$ cat src/sv/double_ended_queue_assert.svh
// assertion macros for the double ended queue
// used by double_ended_queue.sv, no other dependencies
`ifndef DOUBLE_ENDED_QUEUE_ASSERT_SVH
`define DOUBLE_ENDED_QUEUE_ASSERT_SVH

// same-cycle implication, disabled while in reset
`define DEQ_ASSERT_SAME(label, clk, rst_n, ante, cons, msg) \
	label: assert property (@(posedge clk) disable iff (!(rst_n)) (ante) |-> (cons)) \
		else $error(msg);

// next-cycle implication, disabled while in reset
`define DEQ_ASSERT_NEXT(label, clk, rst_n, ante, cons, msg) \
	label: assert property (@(posedge clk) disable iff (!(rst_n)) (ante) |=> (cons)) \
		else $error(msg);

`endif

$ cat src/sv/deq_pkg.sv
// shared types, codes and index helpers for the double ended queue
// no dependencies
package deq_pkg;

	localparam int DEPTH = 16;
	localparam int DATA_WIDTH = 32;
	localparam int IDX_W = (DEPTH > 1) ? $clog2(DEPTH) : 1;
	localparam int CNT_W = $clog2(DEPTH + 1);
	localparam int SUM_W = CNT_W + 1;

	localparam logic [1:0] OP_PUSH_BACK = 2'd0;
	localparam logic [1:0] OP_PUSH_FRONT = 2'd1;
	localparam logic [1:0] OP_POP_BACK = 2'd2;
	localparam logic [1:0] OP_POP_FRONT = 2'd3;

	localparam logic [1:0] ST_OK = 2'd0;
	localparam logic [1:0] ST_UNDERFLOW = 2'd1;
	localparam logic [1:0] ST_OVERFLOW = 2'd2;

	typedef logic [DATA_WIDTH-1:0] data_t;
	typedef logic [IDX_W-1:0] idx_t;
	typedef logic [CNT_W-1:0] cnt_t;

	typedef struct packed {
		data_t popped;
		data_t front;
		data_t back;
		logic empty;
		logic full;
		cnt_t count;
		logic [1:0] status;
	} deq_res_t;

	typedef struct packed {
		logic res_valid;
		logic busy;
	} deq_ctl_t;

	// circular slot of base + off, off below DEPTH
	function automatic idx_t slot_add(idx_t base, cnt_t off);
		logic [SUM_W-1:0] s;
		s = SUM_W'(base) + SUM_W'(off);
		if (s >= SUM_W'(DEPTH)) begin
			s = s - SUM_W'(DEPTH);
		end
		return IDX_W'(s);
	endfunction

endpackage

$ cat src/sv/deq_ram.sv
// generic simple dual port ram, one write and one registered read per cycle
// no dependencies
module deq_ram #(
	parameter int WIDTH = 32,
	parameter int WORDS = 16,
	parameter int AW = 4
) (
	input  logic             clk,
	input  logic             we,
	input  logic [AW-1:0]    waddr,
	input  logic [WIDTH-1:0] wdata,
	input  logic             re,
	input  logic [AW-1:0]    raddr,
	output logic [WIDTH-1:0] rdata
);

	logic [WIDTH-1:0] mem [WORDS];

	always_ff @(posedge clk) begin
		if (we) begin
			mem[waddr] <= wdata;
		end
	end

	always_ff @(posedge clk) begin
		if (re) begin
			rdata <= mem[raddr];
		end
	end

endmodule

$ cat src/sv/deq_ctrl.sv
// head, count and end-value registers plus the operation sequencer
// depends on deq_pkg and drives deq_ram
module deq_ctrl (
	input  logic              clk,
	input  logic              arst_n,
	input  logic              in_valid,
	output logic              in_ready,
	input  logic [1:0]        operation,
	input  logic [31:0]       value,
	input  logic              out_free,
	output deq_pkg::deq_res_t res,
	output deq_pkg::deq_ctl_t ctl
);
	import deq_pkg::*;

	localparam logic S_IDLE = 1'b0;
	localparam logic S_READ = 1'b1;

	logic state_q, state_d;
	idx_t head_q, head_d;
	cnt_t count_q, count_d;
	data_t front_q, front_d;
	data_t back_q, back_d;
	data_t pop_q;
	logic pback_q;

	logic fire;
	logic res_valid;
	data_t val;
	data_t popped;
	logic [1:0] stat;
	logic we, re;
	idx_t waddr, raddr;
	data_t rdata;
	idx_t head_inc, head_dec;
	logic q_empty, q_full;

	deq_ram #(
		.WIDTH(DATA_WIDTH),
		.WORDS(DEPTH),
		.AW(IDX_W)
	) u_ram (
		.clk(clk),
		.we(we),
		.waddr(waddr),
		.wdata(val),
		.re(re),
		.raddr(raddr),
		.rdata(rdata)
	);

	assign in_ready = (state_q == S_IDLE) && out_free;
	assign fire = in_valid && in_ready;
	assign val = DATA_WIDTH'(value);
	assign head_inc = slot_add(head_q, cnt_t'(1));
	assign head_dec = slot_add(head_q, cnt_t'(DEPTH - 1));
	assign q_empty = (count_q == '0);
	assign q_full = (count_q == cnt_t'(DEPTH));

	always_comb begin
		state_d = state_q;
		head_d = head_q;
		count_d = count_q;
		front_d = front_q;
		back_d = back_q;
		popped = '0;
		stat = ST_OK;
		we = 1'b0;
		re = 1'b0;
		waddr = head_q;
		raddr = head_q;
		res_valid = 1'b0;
		case (state_q)
			S_IDLE: begin
				if (fire) begin
					res_valid = 1'b1;
					case (operation)
						OP_PUSH_BACK, OP_PUSH_FRONT: begin
							if (q_full) begin
								stat = ST_OVERFLOW;
							end else begin
								we = 1'b1;
								count_d = count_q + cnt_t'(1);
								if (operation == OP_PUSH_BACK) begin
									waddr = slot_add(head_q, count_q);
									back_d = val;
									if (q_empty) begin
										front_d = val;
									end
								end else begin
									waddr = head_dec;
									head_d = head_dec;
									front_d = val;
									if (q_empty) begin
										back_d = val;
									end
								end
							end
						end
						OP_POP_BACK, OP_POP_FRONT: begin
							if (q_empty) begin
								stat = ST_UNDERFLOW;
							end else begin
								count_d = count_q - cnt_t'(1);
								if (operation == OP_POP_BACK) begin
									popped = back_q;
									raddr = slot_add(head_q, count_q - cnt_t'(2));
								end else begin
									popped = front_q;
									head_d = head_inc;
									raddr = head_inc;
								end
								// new end value must come from the ram
								if (count_q != cnt_t'(1)) begin
									re = 1'b1;
									res_valid = 1'b0;
									state_d = S_READ;
								end
							end
						end
						default: begin
							stat = ST_OK;
						end
					endcase
				end
			end
			S_READ: begin
				res_valid = 1'b1;
				state_d = S_IDLE;
				popped = pop_q;
				if (pback_q) begin
					back_d = rdata;
				end else begin
					front_d = rdata;
				end
			end
			default: begin
				state_d = S_IDLE;
			end
		endcase
	end

	assign ctl.res_valid = res_valid;
	assign ctl.busy = (state_q == S_READ);

	assign res.popped = popped;
	assign res.front = (count_d == '0) ? '0 : front_d;
	assign res.back = (count_d == '0) ? '0 : back_d;
	assign res.empty = (count_d == '0);
	assign res.full = (count_d == cnt_t'(DEPTH));
	assign res.count = count_d;
	assign res.status = stat;

	always_ff @(posedge clk or negedge arst_n) begin
		if (!arst_n) begin
			state_q <= S_IDLE;
			head_q <= '0;
			count_q <= '0;
		end else begin
			state_q <= state_d;
			head_q <= head_d;
			count_q <= count_d;
		end
	end

	always_ff @(posedge clk) begin
		front_q <= front_d;
		back_q <= back_d;
		if (fire) begin
			pop_q <= popped;
			pback_q <= (operation == OP_POP_BACK);
		end
	end

endmodule

$ cat src/sv/double_ended_queue.sv
// Bounded double ended queue of 16 entries of 32 bits. Each input beat is one
// operation (push back, push front, pop back, pop front) and yields exactly
// one output beat with the popped item, the new front and back items, the
// empty and full flags, the count and a status code. Pushes, failed pops and
// pops that empty the queue give their result directly; a pop that leaves one
// or more items passes through a ram read state, since the new front or back
// item is fetched from the entry ram, whose read data is registered.
// The front and back items are kept in registers beside the ram. The output
// register frees the input side as soon as the pending result is taken.
// Reset needs no clearing pass.
// depends on deq_pkg, deq_ctrl, deq_ram and double_ended_queue_assert.svh
`include "double_ended_queue_assert.svh"

module double_ended_queue (
	input  logic        clk,
	input  logic        arst_n,
	input  logic        in_valid,
	output logic        in_ready,
	input  logic [1:0]  operation,
	input  logic [31:0] value,
	output logic        out_valid,
	input  logic        out_ready,
	output logic [31:0] popped_value,
	output logic [31:0] front_value,
	output logic [31:0] back_value,
	output logic        is_empty,
	output logic        is_full,
	output logic [4:0]  occupancy,
	output logic [1:0]  status
);
	import deq_pkg::*;

	deq_res_t res;
	deq_ctl_t ctl;
	logic out_valid_q;
	logic out_free;
	logic [63:0] pop_w, front_w, back_w;

	assign out_free = !out_valid_q || out_ready;

	deq_ctrl u_ctrl (
		.clk(clk),
		.arst_n(arst_n),
		.in_valid(in_valid),
		.in_ready(in_ready),
		.operation(operation),
		.value(value),
		.out_free(out_free),
		.res(res),
		.ctl(ctl)
	);

	assign pop_w = 64'(res.popped);
	assign front_w = 64'(res.front);
	assign back_w = 64'(res.back);

	always_ff @(posedge clk or negedge arst_n) begin
		if (!arst_n) begin
			out_valid_q <= 1'b0;
		end else if (ctl.res_valid) begin
			out_valid_q <= 1'b1;
		end else if (out_ready) begin
			out_valid_q <= 1'b0;
		end
	end

	// output beat register
	always_ff @(posedge clk) begin
		if (ctl.res_valid) begin
			popped_value <= pop_w[31:0];
			front_value <= front_w[31:0];
			back_value <= back_w[31:0];
			is_empty <= res.empty;
			is_full <= res.full;
			occupancy <= 5'(res.count);
			status <= res.status;
		end
	end

	assign out_valid = out_valid_q;

	`DEQ_ASSERT_SAME(a_read_out_empty, clk, arst_n, ctl.busy, !out_valid_q, "ram read while output held")
	`DEQ_ASSERT_NEXT(a_read_done, clk, arst_n, ctl.busy, out_valid_q && !ctl.busy, "pop read did not finish")
	`DEQ_ASSERT_SAME(a_ovf_full, clk, arst_n, out_valid && (status == ST_OVERFLOW), is_full, "overflow while not full")
	`DEQ_ASSERT_SAME(a_unf_empty, clk, arst_n, out_valid && (status == ST_UNDERFLOW), is_empty && (popped_value == '0), "underflow while not empty")

endmodule
$ cat config.mk
export PLATFORM = sky130hd
export DESIGN_NAME = double_ended_queue
export DESIGN_NICKNAME = d
export VERILOG_FILES = /design/src/sv/deq_pkg.sv /design/src/sv/deq_ram.sv /design/src/sv/deq_ctrl.sv /design/src/sv/double_ended_queue.sv
export VERILOG_INCLUDE_DIRS = /design/src /design/src/sv
export SDC_FILE = /design/constraint.sdc
export NUM_CORES = 1
export LEC_CHECK = 0
export CAP_MARGIN = 20
export CELL_PAD_IN_SITES_DETAIL_PLACEMENT = 1
export CELL_PAD_IN_SITES_GLOBAL_PLACEMENT = 1
export CORE_MARGIN = 5
export CORE_UTILIZATION = 40
export CTS_BUF_LIST = sky130_fd_sc_hd__clkbuf_8
export DETAILED_ROUTE_END_ITERATION = 6
export DONT_BUFFER_PORTS = 1
export PLACE_DENSITY_LB_ADDON = 0.1
export SYNTH_ARGS = -nofsm -noshare
export SYNTH_HDL_FRONTEND = slang
export SYNTH_SLANG_ARGS = --single-unit
$ cat constraint.sdc
create_clock -name clk -period 7.7 [get_ports clk]
set_clock_uncertainty 0.15 [all_clocks]
set_input_delay 1.54 -clock clk [delete_from_list [all_inputs] [get_ports clk]]
set_output_delay 1.54 -clock clk [all_outputs]
set_load 0.05 [all_outputs]
==> results_dict.tcl, run 1 <==
set metrics [dict create \
    worst_ep_required_time_ns 8.17 \
    rsz0062_at_grt "no" \
    final_max_slew_viol_count 0 \
    grt_remaining_overflow 0 \
    clk_latency_ns 0.76 \
    avgSynthCellArea_sq_um 14.8 \
    dp_slack_ns 2.47 \
    timing_worst_slew_pin_value_ns 1.06 \
    cp_cell_sequence "inv_1, ha_1, nor4b_2, nor4_4, mux2_8, buf_4, a21oi_1, a221o_1, nand3_1" \
    synth.largest_area_cell "edfxtp_1" \
    cts_tree "done" \
    ys_ff_latch 757 \
    area_growth_syn_to_layout_pct 12.3 \
    finalWorstSetupSlack_ns 2.97 \
    critPathMaxFanout 128 \
    port_buffers 0 \
    synth_ff_type "edfxtp_1" \
    layout_min_cycle_time_ns 4.73 \
    drt_first_iter_violations 1219 \
    place.detailed.hpwl_um 47500 \
    synth_top_family_by_area "multiplexers" \
    status "complete, no violations" \
    die_area_sq_um 82200 \
    mappedNetlistNets 2118 \
    floorplan.initialDensity_pct 40.3 \
    seq_area_frac_synth_pct 72.0 \
    grt_max_degree 156 \
    grtUsageTotal_pct 19.7 \
    via_count 17800 \
    max_clock_freq_mhz 211 \
    cts_made_buffers 134 \
    via_per_inst 5.48 \
    floorplan.die.width_um 287 \
    cts.reportedPaths.clkPinSlew_ns 0.06 \
    cpMaxStageDelayCell "mux2_8" \
    post_cts.resized_instances 0 \
    tns_ns 0 \
    design.final.nets 2156 \
    synth.top_cells.by_area "edfxtp_1 67%, mux2i_1 9.5%, dfxtp_1 4.2%, a21oi_1 3.3%, nand2_1 2.9%" \
    n_fill_cell 7513 \
    drt_wl_total_um 81700 \
    muxShareOfSynthArea_pct 9.66 \
    finalCritPeriodShare_pct 61.5 \
    grt_first_pass_wirelength_um 122000 \
    drcViolationCount 0 \
    sequential_cell_area_sq_um 22000 \
    post_synth_inst_count 2064 \
    end_kind "register" \
    first_global_vias 18800 \
    hp-class "primary input to async pin" \
    mostFrequentLayoutCell "edfxtp_1" \
    critical_path_class "register to register" \
    synth-simple-area-share_pct 6.29 \
    synth_xor_area_share_pct 0.401 \
    antenna_found_initial 5 \
    final-setup-viol-count 0 \
    drive_above_1_share_pct 10.9 \
    antenna_left 0 \
    clk_path_buf_depth 3 \
    worst_ir_drop_vdd_v 0.000459 \
    post_cts_buffers 0 \
    slowest_delay_ns 0.89 \
    multi_input_comb_area_sq_um 8130 \
    power.density_nw_per_um2 425 \
    cp_data_arrival_time_ns 5.20 \
    clock_sinks 757 \
    cts_hold_buffers 0 \
    worst_path_dominant_cell_family "buffers and inverters" \
    final_hold_viol_count 0 \
    leakage_uw 0.0120 \
    cap_violations 0 \
    chipHeight_um 287 \
    synthesized_area_fraction_occupied_by_ao_oa_aoi_and_oai_cells_pct 8.91 \
    synth_enable_flop_cells 682 \
    core-area_sq_um 75900 \
    dr.pass1.iters 5 \
    finalWeightedCongestion 0.792 \
    asyncSetResetFlopFracSynth_pct 1.45 \
    synthesis.area_sq_um 30600 \
    routed_wire_length_per_instance_um 25.2 \
    ios 145 \
    post_synth_fa_ha_maj_area_fraction_pct 0.703 \
    maxSlewHeadroom_pct 28.9 \
    yosys.area.top_type_share_pct 66.9 \
    ys_warns 0 \
    mostFrequentLayoutCells "682 x edfxtp_1, 290 x mux2i_1, 239 x nand2_1" \
    clock-root-buffer "clkbuf_8" \
    hold-worst-slack_ns 0.321 \
    crit_buf_inv 2 \
    synth_cell_type_count 54 \
    clock_tree.htree_level_count 4 \
    row_count 101 \
    type_of_element_launching_the_critical_path "register" \
]
final timing paths:
kind | start | end | slack, ns | depth (start not counted)
worst max register to register | u_ctrl.count_q[1] | u_ctrl.u_ram.rdata[11] | 2.97 | 9
worst max-delay path | u_ctrl.count_q[1] | u_ctrl.u_ram.rdata[11] | 2.97 | 9
worst min-delay path | arst_n | u_ctrl.state_q | 0.32 | 0
worst min register to register | u_ctrl.pop_q[30] | popped_value[30] | 0.42 | 2
min in group clk | u_ctrl.pop_q[30] | popped_value[30] | 0.42 | 2
max in group asynchronous | arst_n | u_ctrl.count_q[1] | 6.99 | 0
power by group:
part,total (uW),internal [uW],switching [uW]
registers,6750,5450,1300
clock network,3420,1790,1620
logic,4430,1540,2890
total,14600,8780,5810
synthesized netlist by cell type (3+ instances only):
cell type    n
nand3_1     40
mux2_2       3
nor3_1      18
ha_1        14
o21ai_0     40
a21oi_1    201
dfxtp_1     64
nor4_1       3
buf_6        5
buf_1        9
nand2b_1     5
and3_1       4
clkbuf_1    86
a22oi_1     96
xnor2_1      7
mux2i_1    292
buf_2       35
a31oi_1      3
a21o_1       3
dfrtp_1     11
nand2_1    239
xor2_1       7
a221o_1     64
inv_1        8
edfxtp_1   682
nor2_1      22
nor2b_1     67
flip-flops by register name (all words and copies together), names as in the netlist, 2 cells and up:
name	count
u_ctrl.head_q	4
u_ctrl.pop_q	32
u_ctrl.u_ram.rdata	32
back_value	32
u_ctrl.back_q	32
u_ctrl.u_ram.mem	512
popped_value	32
u_ctrl.front_q	32
front_value	32
occupancy	5
u_ctrl.count_q	5
status	2
cells by family (layout without fill, tap and decap cells):
family	count (synthesis)	count (layout)
simple gates	414	414
buf+inv	146	292
flops	757	757
compound gates	422	422
xor+xnor	14	14
other cells	0	4
fa+ha+maj	16	16
mux	295	295
per-stage QoR:
| stage | util (%) | area (sq um) | instances | power, uW |
|---|---|---|---|---|
| global placement | 41.8 | 31800 | 2989 | 11200 |
| floorplan | - | 30600 | 2064 | 9790 |
| CTS | 45.2 | 34300 | 3238 | 14800 |
| global route | 45.3 | 34400 | 3243 | 15500 |
| detailed placement | 42.0 | 31900 | 2994 | 11300 |
| finish | 45.3 | 34400 | 3244 | 14600 |
layout make-up:
cell class | count | share of cell area [%]
Clock buffer | 144 | 5.77
Tap cell | 1030 | 3.75
Clock inverter | 100 | 1.40
Inverter | 10 | 0.109
Sequential cell | 757 | 64.1
Multi-Input combinational cell | 1161 | 23.7
Antenna cell | 4 | 0.0291
Timing Repair Buffer | 38 | 1.16
per-layer routing:
layer	share of wire (%)	GRT usage, %
met3	5.1	3.84
met2	45	29.6
met5	0	0
met1	49	29.5
met4	1.6	5.13
Note: power is estimated with default switching activity, not from simulation.
==> run 2, diff against run 1 <==
==> constraint.sdc (replaced) <==
create_clock -name clk -period 4.02 [get_ports clk]
set_clock_uncertainty 0.15 [all_clocks]
set_input_delay 0.804 -clock clk [delete_from_list [all_inputs] [get_ports clk]]
set_output_delay 0.804 -clock clk [all_outputs]
set_load 0.05 [all_outputs]
==> run 2 against run 1 <==
Effect of this change:
- worst setup slack got worse by 2.7 ns
- wire length increased by 4.9%
- flip-flop and latch count unchanged
- non-clock buffer count increased by 89
- maximum frequency increased by 27%
==> results_dict.tcl, run 2 (synthesis results as in run 1) <==
set metrics [dict create \
    clock_sinks 757 \
    grt_first_pass_wirelength_um 127000 \
    drive_above_1_share_pct 13.0 \
    ff2ff_path_depth 10 \
    layout_min_cycle_time_ns 3.73 \
    largest_reg_flops 512 \
    worstHoldEndpoint "status[1]" \
    r2r_end "u_ctrl.u_ram.rdata[12]" \
    final_core_util_pct 46.4 \
    design.final.nets 2244 \
    worst_path_dominant_cell_family "simple AND/OR/NAND/NOR gates" \
    port_buffers 0 \
    final_max_slew_viol_count 0 \
    r2r-start "u_ctrl.count_q[0]" \
    clock_tree.htree_level_count 4 \
    first_global_vias 19200 \
    chipHeight_um 287 \
    mostFrequentLayoutCells "682 x edfxtp_1, 290 x mux2i_1, 239 x nand2_1" \
    fin_cells 3323 \
    grtUsageTotal_pct 20.7 \
    cts_made_buffers 133 \
    via_per_inst 5.50 \
    final-setup-viol-count 0 \
    placedCellCount 3052 \
    timing_worst_slew_pin_value_ns 1.14 \
    cp_cell_sequence "inv_1, ha_1, or4b_1, nand4_1, nor2_1, o22a_1, nor2_2, buf_4, a22oi_1, nand3_1" \
    via_count 18300 \
    total_power_uw 28600 \
    placed_cell_area_sq_um 32500 \
    finalCritPeriodShare_pct 92.8 \
    slowest_delay_ns 0.89 \
    cts_tree "done" \
    grt_remaining_overflow 0 \
    critPathMaxFanout 15 \
    type_of_element_launching_the_critical_path "register" \
    drt_first_iter_violations 1246 \
    leakage_uw 0.0125 \
    antenna_found_initial 14 \
    floorplan.die.width_um 287 \
    timing.reg2reg.setup_slack_ns 0.29 \
    worst_ep_required_time_ns 4.47 \
    core-area_sq_um 75900 \
    critical_path_class "register to register" \
    min-delay-start "operation[1]" \
    cts.reportedPaths.clkPinSlew_ns 0.07 \
    status "complete, no violations" \
    cp_data_arrival_time_ns 4.18 \
    final_hold_viol_count 0 \
    routed_wire_length_per_instance_um 25.8 \
    final_cell_area_sq_um 35300 \
    crit_buf_inv 2 \
    min_delay_path_depth 1 \
    hp-class "primary input to register" \
    row_count 101 \
    clk_path_buf_depth 3 \
    floorplan.initialDensity_pct 40.3 \
    max_clock_freq_mhz 268 \
    area_growth_syn_to_layout_pct 15.2 \
    drcViolationCount 0 \
    ios 145 \
    worst_ir_drop_vdd_v 0.000417 \
    cpMaxStageDelayCell "nor2_2" \
    antenna_left 0 \
    clk_latency_ns 0.75 \
    post_cts_buffers 0 \
    die_area_sq_um 82200 \
    tns_ns 0 \
    drt_wl_total_um 85700 \
    rsz0062_at_grt "no" \
    maxSlewHeadroom_pct 23.7 \
    cap_violations 0 \
    grt_max_degree 83 \
    dr.pass1.iters 5 \
    mostFrequentLayoutCell "edfxtp_1" \
    largest-register "u_ctrl.u_ram.mem" \
    place.detailed.hpwl_um 51400 \
    clock-root-buffer "clkbuf_8" \
    end_kind "register" \
    power.density_nw_per_um2 810 \
    finalWeightedCongestion 0.813 \
]
## run 2: changes by cell type in the layout (fill, tap and decap cells not counted), sizes merged
cell / before / now
bufinv: 2 / 1
clkinvlp: 5 / 3
buf: 38 / 94
diode: 4 / 2
inv: 61 / 59
clkinv: 42 / 41
dlygate4sd3: 0 / 33
clkbuf: 144 / 142
## run 2: cell type report
cell class | instances | area [sq um]
fill | 7471 | 40700
sequential | 757 | 22000
multi-input combinational | 1161 | 8210
clock buffer | 142 | 1950
tap | 1030 | 1290
timing repair buffer | 127 | 1290
clock inverter | 94 | 438
inverter | 10 | 37.5
antenna | 2 | 5.00
## run 2: metal layers
layer / GRT usage [%] / vias up / share of wire (%)
met1: 29.7 / 9466 / 47
li1: - / 8192 / -
met5: 0 / - / 0.024
met4: 5.70 / 4 / 1.8
met3: 3.84 / 125 / 5.2
met2: 32.5 / 489 / 46
## run 2: worst max-delay path by stage
| stage | cells after the start | end | start | slack, ns |
|---|---|---|---|---|
| global placement | 10 | u_ctrl.u_ram.rdata[0] | u_ctrl.count_q[1] | 0.40 |
| detailed placement | 13 | u_ctrl.u_ram.rdata[10] | u_ctrl.count_q[1] | 0.30 |
| global route | 12 | u_ctrl.u_ram.rdata[4] | u_ctrl.count_q[1] | 0.09 |
| CTS | 13 | u_ctrl.u_ram.rdata[12] | u_ctrl.count_q[1] | 0.26 |
| finish | 10 | u_ctrl.u_ram.rdata[12] | u_ctrl.count_q[0] | 0.29 |
| floorplan | 8 | u_ctrl.u_ram.mem[12][0] | in_valid | -0.33 |
## run 2: stage by stage
step	setup slack (ns)	hold slack (ns)
after global routing	0.0915	0.0538
after floorplan	-0.333	0.358
after CTS	0.258	0.0140
final	0.289	0.101
after global placement	0.397	0.359
after detailed placement	0.299	0.359
## run 2: what timing repair did
action                    4_1_cts  5_1_grt
hold buffers                   33        0
resized for setup               0        0
hold endpoints to repair      523        0
## run 2: power breakdown
| part | switching [uW] | internal, uW |
|---|---|---|
| Combinational | 5870 | 3400 |
| Clock | 3130 | 3320 |
| Sequential | 2420 | 10400 |
| Total | 11400 | 17200 |
==> run 3, diff against run 2 <==
--- a/config.mk
+++ b/config.mk
@@ -14,6 +14,7 @@
 export CTS_BUF_LIST = sky130_fd_sc_hd__clkbuf_8
 export DETAILED_ROUTE_END_ITERATION = 6
 export DONT_BUFFER_PORTS = 1
+export MAX_ROUTING_LAYER = met4
 export PLACE_DENSITY_LB_ADDON = 0.1
 export SYNTH_ARGS = -nofsm -noshare
 export SYNTH_HDL_FRONTEND = slang
==> run 3 against run 2 <==
Effect of this change:
- total power barely moved
- flip-flop and latch count did not move
- critical path depth rose by 3
- worst setup slack improved by 0.011 ns
- clock-buffer cell count did not move
- global-route usage rose by 0.62 points
- wire length barely moved
- register-to-register slack barely moved
- largest power group unchanged
==> results_dict.tcl, run 3 (synthesis results as in run 1) <==
set metrics [dict create \
    n_fill_cell 7472 \
    die_area_sq_um 82200 \
    worst_ep_required_time_ns 4.47 \
    total_power_uw 28600 \
    critical_path_class "register to register" \
    place.detailed.hpwl_um 51400 \
    clock_tree.htree_level_count 4 \
    placedCellCount 3052 \
    timing.reg2reg.setup_slack_ns 0.30 \
    via_per_inst 5.47 \
    grtUsageTotal_pct 21.3 \
    port_buffers 0 \
    mostFrequentLayoutCell "edfxtp_1" \
    critPathMaxFanout 15 \
    clk_latency_ns 0.75 \
    max_clock_freq_mhz 269 \
    crit_path_start "u_ctrl.count_q[1]" \
    hp-class "primary input to register" \
    cts_hold_buffers 33 \
    end_kind "register" \
    cts_tree "done" \
    final_cell_area_sq_um 35300 \
    cp.depth 13 \
    clk_path_buf_depth 3 \
    drcViolationCount 0 \
    multi_input_comb_area_sq_um 8210 \
    routed_wire_length_per_instance_um 25.8 \
    worst_path_dominant_cell_family "simple AND/OR/NAND/NOR gates" \
    finalCritPeriodShare_pct 92.5 \
    cts_made_buffers 133 \
    dr.pass1.iters 5 \
    sequential_cell_area_sq_um 22000 \
    final_hold_viol_count 0 \
    cap_violations 0 \
    fin_cells 3328 \
    drive_above_1_share_pct 13.0 \
    drt_first_iter_violations 1123 \
    largest-register "u_ctrl.u_ram.mem" \
    slowest_delay_ns 0.89 \
    type_of_element_launching_the_critical_path "register" \
    cp_cell_sequence "inv_1, buf_4, ha_1, inv_1, ha_1, xnor2_1, nor2_1, a31oi_1, o22ai_1, nor2_2, buf_4, a22oi_1, nand3_1" \
    chipHeight_um 287 \
    antenna_left 0 \
    floorplan.initialDensity_pct 40.3 \
    tns_ns 0 \
    finalWeightedCongestion 0.825 \
    final_max_slew_viol_count 0 \
    grt_max_degree 83 \
    crit_buf_inv 4 \
    post_cts.resized_instances 0 \
    clock_sinks 757 \
    cts.reportedPaths.clkPinSlew_ns 0.07 \
    largest_reg_flops 512 \
    area_growth_syn_to_layout_pct 15.2 \
    ff2ff_path_depth 13 \
    layout_min_cycle_time_ns 3.72 \
    status "complete, no violations" \
    design.final.nets 2244 \
    core-area_sq_um 75900 \
    placed_cell_area_sq_um 32500 \
    drt_wl_total_um 85700 \
    mostFrequentLayoutCells "682 x edfxtp_1, 290 x mux2i_1, 239 x nand2_1" \
    via_count 18200 \
    first_global_vias 19100 \
    cpMaxStageDelayCell "nor2_2" \
    antenna_found_initial 14 \
    grt_remaining_overflow 0 \
    grt_first_pass_wirelength_um 127000 \
    post_cts_buffers 0 \
    timing_worst_slew_pin_value_ns 1.12 \
    worst_ir_drop_vdd_v 0.000416 \
    rsz0062_at_grt "no" \
    clock-root-buffer "clkbuf_8" \
    crit_path_end "u_ctrl.u_ram.rdata[12]" \
    maxSlewHeadroom_pct 25.2 \
    row_count 101 \
    r2r_end "u_ctrl.u_ram.rdata[12]" \
    ios 145 \
    power.density_nw_per_um2 810 \
    floorplan.die.width_um 287 \
    leakage_uw 0.0125 \
    cp_data_arrival_time_ns 4.17 \
    final-setup-viol-count 0 \
    r2r-start "u_ctrl.count_q[1]" \
]
run 3: cell count changes in the layout (fill, tap and decap cells not counted), sizes merged:
cell and change:
diode +5
run 3: how the worst min path moves through the flow:
stage	slack (ns)	startpoint	cells past startpoint	endpoint
3_5_place_dp	0.36	arst_n	0	out_valid
5_1_grt	0.06	operation[1]	1	status[1]
4_1_cts	0.01	operation[1]	1	status[1]
3_3_place_gp	0.36	arst_n	0	out_valid
6_report	0.11	operation[1]	1	status[1]
2_1_floorplan	0.36	arst_n	0	out_valid
run 3: metrics by stage:
| stage | hold WS [ns] | utilization (%) | setup slack, ns |
|---|---|---|---|
| finish | 0.109 | 46.4 | 0.300 |
| global route | 0.0595 | 46.4 | 0.0949 |
| CTS | 0.0140 | 46.4 | 0.258 |
| detailed placement | 0.359 | 42.8 | 0.299 |
| global placement | 0.359 | 42.8 | 0.397 |
| floorplan | 0.358 | - | -0.333 |
run 3: per-layer routing:
layer / track usage [%] / wire [um] / vias to the layer above
li1: - / - / 8199
met1: 29.7 / 39900 / 9383
met2: 32.6 / 39800 / 486
met3: 3.80 / 4460 / 129
met4: 5.60 / 1590 / 0
met5: - / 0 / -
run 3: layout make-up:
type / count / share of cell area [%]
diodes: 7 / 0.0497
clock buffers: 142 / 5.54
clock inverters: 94 / 1.24
inverters: 10 / 0.106
multi-input cells: 1161 / 23.3
flip-flops and latches: 757 / 62.5
well taps: 1030 / 3.65
repair buffers: 127 / 3.65
run 3: power breakdown:
part / total (uW) / switching (uW) / internal, uW / leakage (uW)
Combinational: 9260 / 5860 / 3400 / 0.00414
Clock: 6450 / 3130 / 3320 / 0.00139
Sequential: 12800 / 2420 / 10400 / 0.00692
